File: src/biou_pkg.sv
package biou_pkg;

  typedef struct packed {
    logic empty;
    logic sat;
  } biou_flags_t;

endpackage

File: src/biou_divider.sv
module biou_divider #(
  parameter int DEN_BITS = 33,
  parameter int Q_BITS   = 16
) (
  input  logic                 clk,
  input  logic                 rst_n,
  input  logic                 en,
  input  logic                 in_valid,
  input  logic [DEN_BITS-1:0]  in_num,
  input  logic [DEN_BITS-1:0]  in_den,
  input  biou_pkg::biou_flags_t in_flags,
  output logic                 out_valid,
  output logic [Q_BITS-1:0]    out_q,
  output biou_pkg::biou_flags_t out_flags
);
  import biou_pkg::*;

  logic                valid_r [1:Q_BITS];
  biou_flags_t         flags_r [1:Q_BITS];
  logic [Q_BITS-1:0]   q_r     [1:Q_BITS];
  logic [DEN_BITS-1:0] rem_r   [1:Q_BITS-1];
  logic [DEN_BITS-1:0] den_r   [1:Q_BITS-1];

  // one quotient bit per stage, restoring division
  for (genvar k = 1; k <= Q_BITS; k++) begin : g_step
    logic [DEN_BITS-1:0] rem_in;
    logic [DEN_BITS-1:0] den_in;
    logic [Q_BITS-1:0]   q_in;
    logic                v_in;
    biou_flags_t         f_in;
    logic [DEN_BITS:0]   sh;
    logic                take;

    if (k == 1) begin : g_first
      assign rem_in = in_num;
      assign den_in = in_den;
      assign q_in   = '0;
      assign v_in   = in_valid;
      assign f_in   = in_flags;
    end else begin : g_next
      assign rem_in = rem_r[k-1];
      assign den_in = den_r[k-1];
      assign q_in   = q_r[k-1];
      assign v_in   = valid_r[k-1];
      assign f_in   = flags_r[k-1];
    end

    assign sh   = {rem_in, 1'b0};
    assign take = (sh >= {1'b0, den_in});

    always_ff @(posedge clk) begin
      if (!rst_n) begin
        valid_r[k] <= 1'b0;
      end else if (en) begin
        valid_r[k] <= v_in;
      end
    end

    always_ff @(posedge clk) begin
      if (en) begin
        q_r[k]     <= {q_in[Q_BITS-2:0], take};
        flags_r[k] <= f_in;
      end
    end

    if (k < Q_BITS) begin : g_carry
      logic [DEN_BITS:0] diff;

      assign diff = sh - {1'b0, den_in};

      always_ff @(posedge clk) begin
        if (en) begin
          rem_r[k] <= take ? diff[DEN_BITS-1:0] : sh[DEN_BITS-1:0];
          den_r[k] <= den_in;
        end
      end
    end
  end

  assign out_valid = valid_r[Q_BITS];
  assign out_q     = q_r[Q_BITS];
  assign out_flags = flags_r[Q_BITS];

endmodule

File: config.mk
export PLATFORM = sky130hd
export DESIGN_NAME = biou_divider
export DESIGN_NICKNAME = d
export VERILOG_FILES = /design/src/biou_pkg.sv /design/src/biou_divider.sv
export SDC_FILE = /design/constraint.sdc
export NUM_CORES = 2
export LEC_CHECK = 0
export ABC_AREA = 0
export BUFFER_PORTS_ARGS = -buffer_cell sky130_fd_sc_hd__buf_2
export CORE_MARGIN = 3
export CORE_UTILIZATION = 55
export DETAILED_ROUTE_END_ITERATION = 10
export PLACE_DENSITY = 0.7
export SLEW_MARGIN = 5
export SYNTH_ARGS = -nofsm -noshare
export SYNTH_HDL_FRONTEND = slang
export SYNTH_SLANG_ARGS = --single-unit
export TNS_END_PERCENT = 1
File: constraint.sdc
create_clock -name clk -period 4.7 [get_ports clk]
set_clock_uncertainty 0.1 [all_clocks]
set_input_delay 0.47 -clock clk [delete_from_list [all_inputs] [get_ports clk]]
set_output_delay 0.47 -clock clk [all_outputs]
set_load 0.005 [all_outputs]
==> flow_metrics.env <==
export IMPL_final_nets=7012
export IMPL_setup_viol=0
export IMPL_die_w_um=360.2
export IMPL_dieArea_um2=129700
export IMPL_antennaDiodeCount=0
export IMPL_rsz0062_at_grt="false"
export IMPL_grt_overflow=0
export IMPL_cts_tree="done"
export IMPL_relSlewSlack_pct=17.26
export IMPL_slowest_stage="a2111oi_0"
export IMPL_status="finished, final reports clean"
export IMPL_numClockSinks=1174
export IMPL_grt_pass1_wl_mm=237.4
export IMPL_synth_cell_area_um2=69000
export IMPL_setup_tns_ns=0
export IMPL_placed_cells=7830
export IMPL_gp_congestion=0.9803
export IMPL_p_total_mw=52.62
export IMPL_grt_pass1_vias=47930
export IMPL_mostFrequentLayoutCell="edfxtp_1"
export IMPL_num_vias=46470
export IMPL_numPortBuffers=90
export IMPL_required_ns=5.10
export IMPL_p_sw_mw=19.14
export IMPL_arrival_ns=4.78
export IMPL_critPathMaxFanout=5
export IMPL_worst_setup_path_type="flop to flop"
export IMPL_cts_root_buf="clkbuf_16"
export IMPL_post_route_period_util_pct=93.32
export IMPL_die_y_um=360.2
export IMPL_viasPerCell=5.710
export IMPL_instances_no_fill=8139
export IMPL_power_density_nw_per_um2=684.0
export IMPL_p_clk_share_pct=20.4
export IMPL_leakage_nw=32.04
export IMPL_postCtsSetupBuffers=0
export IMPL_first_iter_violations=2309
export IMPL_peakVddDrop_v=0.0004369
export IMPL_seqPwrFrac_pct=32.5
export IMPL_start_util_pct=55.59
export IMPL_clk_path_buf_depth=3
export IMPL_io_pins=91
export IMPL_ys_ff_latch=1174
export IMPL_synth_yosys_seq_area_share_pct=51.09
export IMPL_drc=0
export IMPL_post_dp_hpwl_mm=113.2
export IMPL_synthCells=6177
export IMPL_slew_viol_final=0
export IMPL_fin_area_um2=76930
export IMPL_rows=129
export IMPL_avgRoutedWirePerCell_um=18.20
export IMPL_cp_start_kind="flop"
export IMPL_period_needed_ns=4.386
export IMPL_core_um2=124100
export IMPL_synth_area_leader_cell="edfxtp_1"
export IMPL_grt_max_degree=121
export IMPL_drtPass1Iterations=6
export IMPL_synth_flop_cell="edfxtp_1"
export IMPL_final_util_pct=61.98
export IMPL_cpPeakStageDelay_ns=1.08
export IMPL_clock_fmax_mhz=228.0
export IMPL_combPwrFrac_pct=47.1
export IMPL_placed_area_um2=71700
export IMPL_yosysWarnings=0
export IMPL_switching_share_pct=36.36
export IMPL_holdWs_ns=0.1277
export IMPL_synth_area_per_cell_um2=11.17
export IMPL_drive_gt1_share_pct=11.12
export IMPL_worst_slack_ns=0.3141
export IMPL_synth_top_area_share_pct=51.09
export IMPL_end_kind="flop"
export IMPL_routed_wl_mm=148.1
export IMPL_synth_distinct_cells=92
export IMPL_dpl_worst_slack_ns=0.4811
export IMPL_track_usage_pct=22.78
export IMPL_intPower_mw=33.49
export IMPL_syn_to_final_growth_pct=11.49
export IMPL_clock_latency_ns=0.76
export IMPL_numCtsBuffers=135
export IMPL_path_clk_slew_ns=0.06
export IMPL_async_flop_share_pct=0
export IMPL_maxCapViolCount=0
export IMPL_ant_nets=0
export IMPL_worst_pin_slew_ns=1.210
export IMPL_fillCellCount=9782
export IMPL_final_cell_mix="edfxtp_1, inv_1, ha_1, a21oi_1, nand2_1"
export IMPL_synth_area_leaders="edfxtp_1, ha_1, mux2_2"
export IMPL_synthesis_nets=6791
export IMPL_cts_max_level=4
export IMPL_antenna_found_initial=0
export IMPL_cpMostUsedCell="o211ai_1"
export IMPL_finalHoldViolCount=0
export IMPL_critical_path_cell_chain="ha_1 -> o211ai_1 -> a21oi_1 -> o211ai_1 -> a21boi_1 -> a2111oi_0 -> o41ai_1 -> a41oi_1 -> nor2_1 -> xor2_1 -> mux2_2"
export IMPL_synth_edf_count=1174
export IMPL_hold_class="input pin to flop"
==> cell type report <==
class	instances	area, µm²	share of cell area, %
multi-input combinational	4182	30620	39.80
inverter	667	2504	3.255
sequential	1174	35250	45.83
clock buffer	156	3563	4.632
tap	1637	2048	2.662
timing repair buffer	238	1954	2.540
clock inverter	85	988.4	1.285
==> sequential cells by signal, summed over array words and instances, names as in the netlist <==
register,flops
valid_r,16
flags_r,32
den_r,495
q_r,136
rem_r,495
==> worst max-delay path: cells and delay by family, from the launching register on <==
| family | cells | cell delay [ns] |
|---|---|---|
| AOI/OAI and AO/OA | 7 | 2.70 |
| and+or+nand+nor | 1 | 0.11 |
| adders and majority gates | 1 | 0.38 |
| muxes | 1 | 0.27 |
| xor gates and xnor gates | 1 | 0.15 |
| DFF | 1 | 0.41 |
==> logic make-up after synthesis <==
| logic type | Yosys count | synth area share, % |
|---|---|---|
| compound gates | 1601 | 14.67 |
| simple gates | 1299 | 8.941 |
| flops | 1174 | 51.09 |
| buf+inv | 821 | 4.665 |
| fa+ha+maj | 542 | 9.991 |
| xor+xnor | 424 | 5.382 |
| mux | 316 | 5.257 |
==> synth_stat cells, types with 23 or more instances <==
cell type and n:
a211oi_1 41, a21o_1 245, a21oi_1 524, a31oi_1 57, and2_1 26, and3_1 61
clkbuf_1 110, edfxtp_1 1174, ha_1 527, inv_1 666, mux2_2 271, mux2_4 25
nand2_1 382, nand2b_1 72, nand3_1 94, nand4_1 87, nor2_1 348, nor2b_1 72
nor3_1 61, nor4_1 23, o211ai_1 32, o21a_1 63, o21ai_0 353, o21bai_1 55
o31ai_1 33, xnor2_1 260, xor2_1 164
==> power groups by stage <==
stage	Sequential, mW	Combinational, mW	Clock (mW)
2_1_floorplan	16.7	19.0	0
3_3_place_gp	17.3	24.2	0
3_5_place_dp	17.3	24.5	0
4_1_cts	17.1	24.8	11.0
5_1_grt	17.4	27.5	11.4
6_report	17.1	24.8	10.7
==> final timing paths <==
kind / startpoint / to / slack [ns] / cells past startpoint
min: rst_n / valid_r[5]$_DFFE_PP_ / 0.13 / 2
max: rem_r[3][1]$_DFFE_PP_ / rem_r[3][60]$_DFFE_PP_ / 0.31 / 11
max reg2reg: rem_r[3][1]$_DFFE_PP_ / rem_r[3][60]$_DFFE_PP_ / 0.31 / 11
min reg2reg: q_r[0][168]$_DFFE_PP_ / q_r[0][185]$_DFFE_PP_ / 0.31 / 0
==> repair_timing <==
item	CTS	global route
hold endpoints to repair	69	0
resized for setup	0	0
hold buffers	68	0
==> layer usage <==
layer | up-vias | GRT usage, % | wire, µm
li1 | 23070 | - | -
met1 | 21930 | 21.09 | 51100
met2 | 1016 | 46.62 | 83980
met3 | 458 | 2.957 | 4197
met4 | 0 | 13.18 | 8822
met5 | - | 0 | 0
No activity file was read; power rests on OpenSTA's default activity.
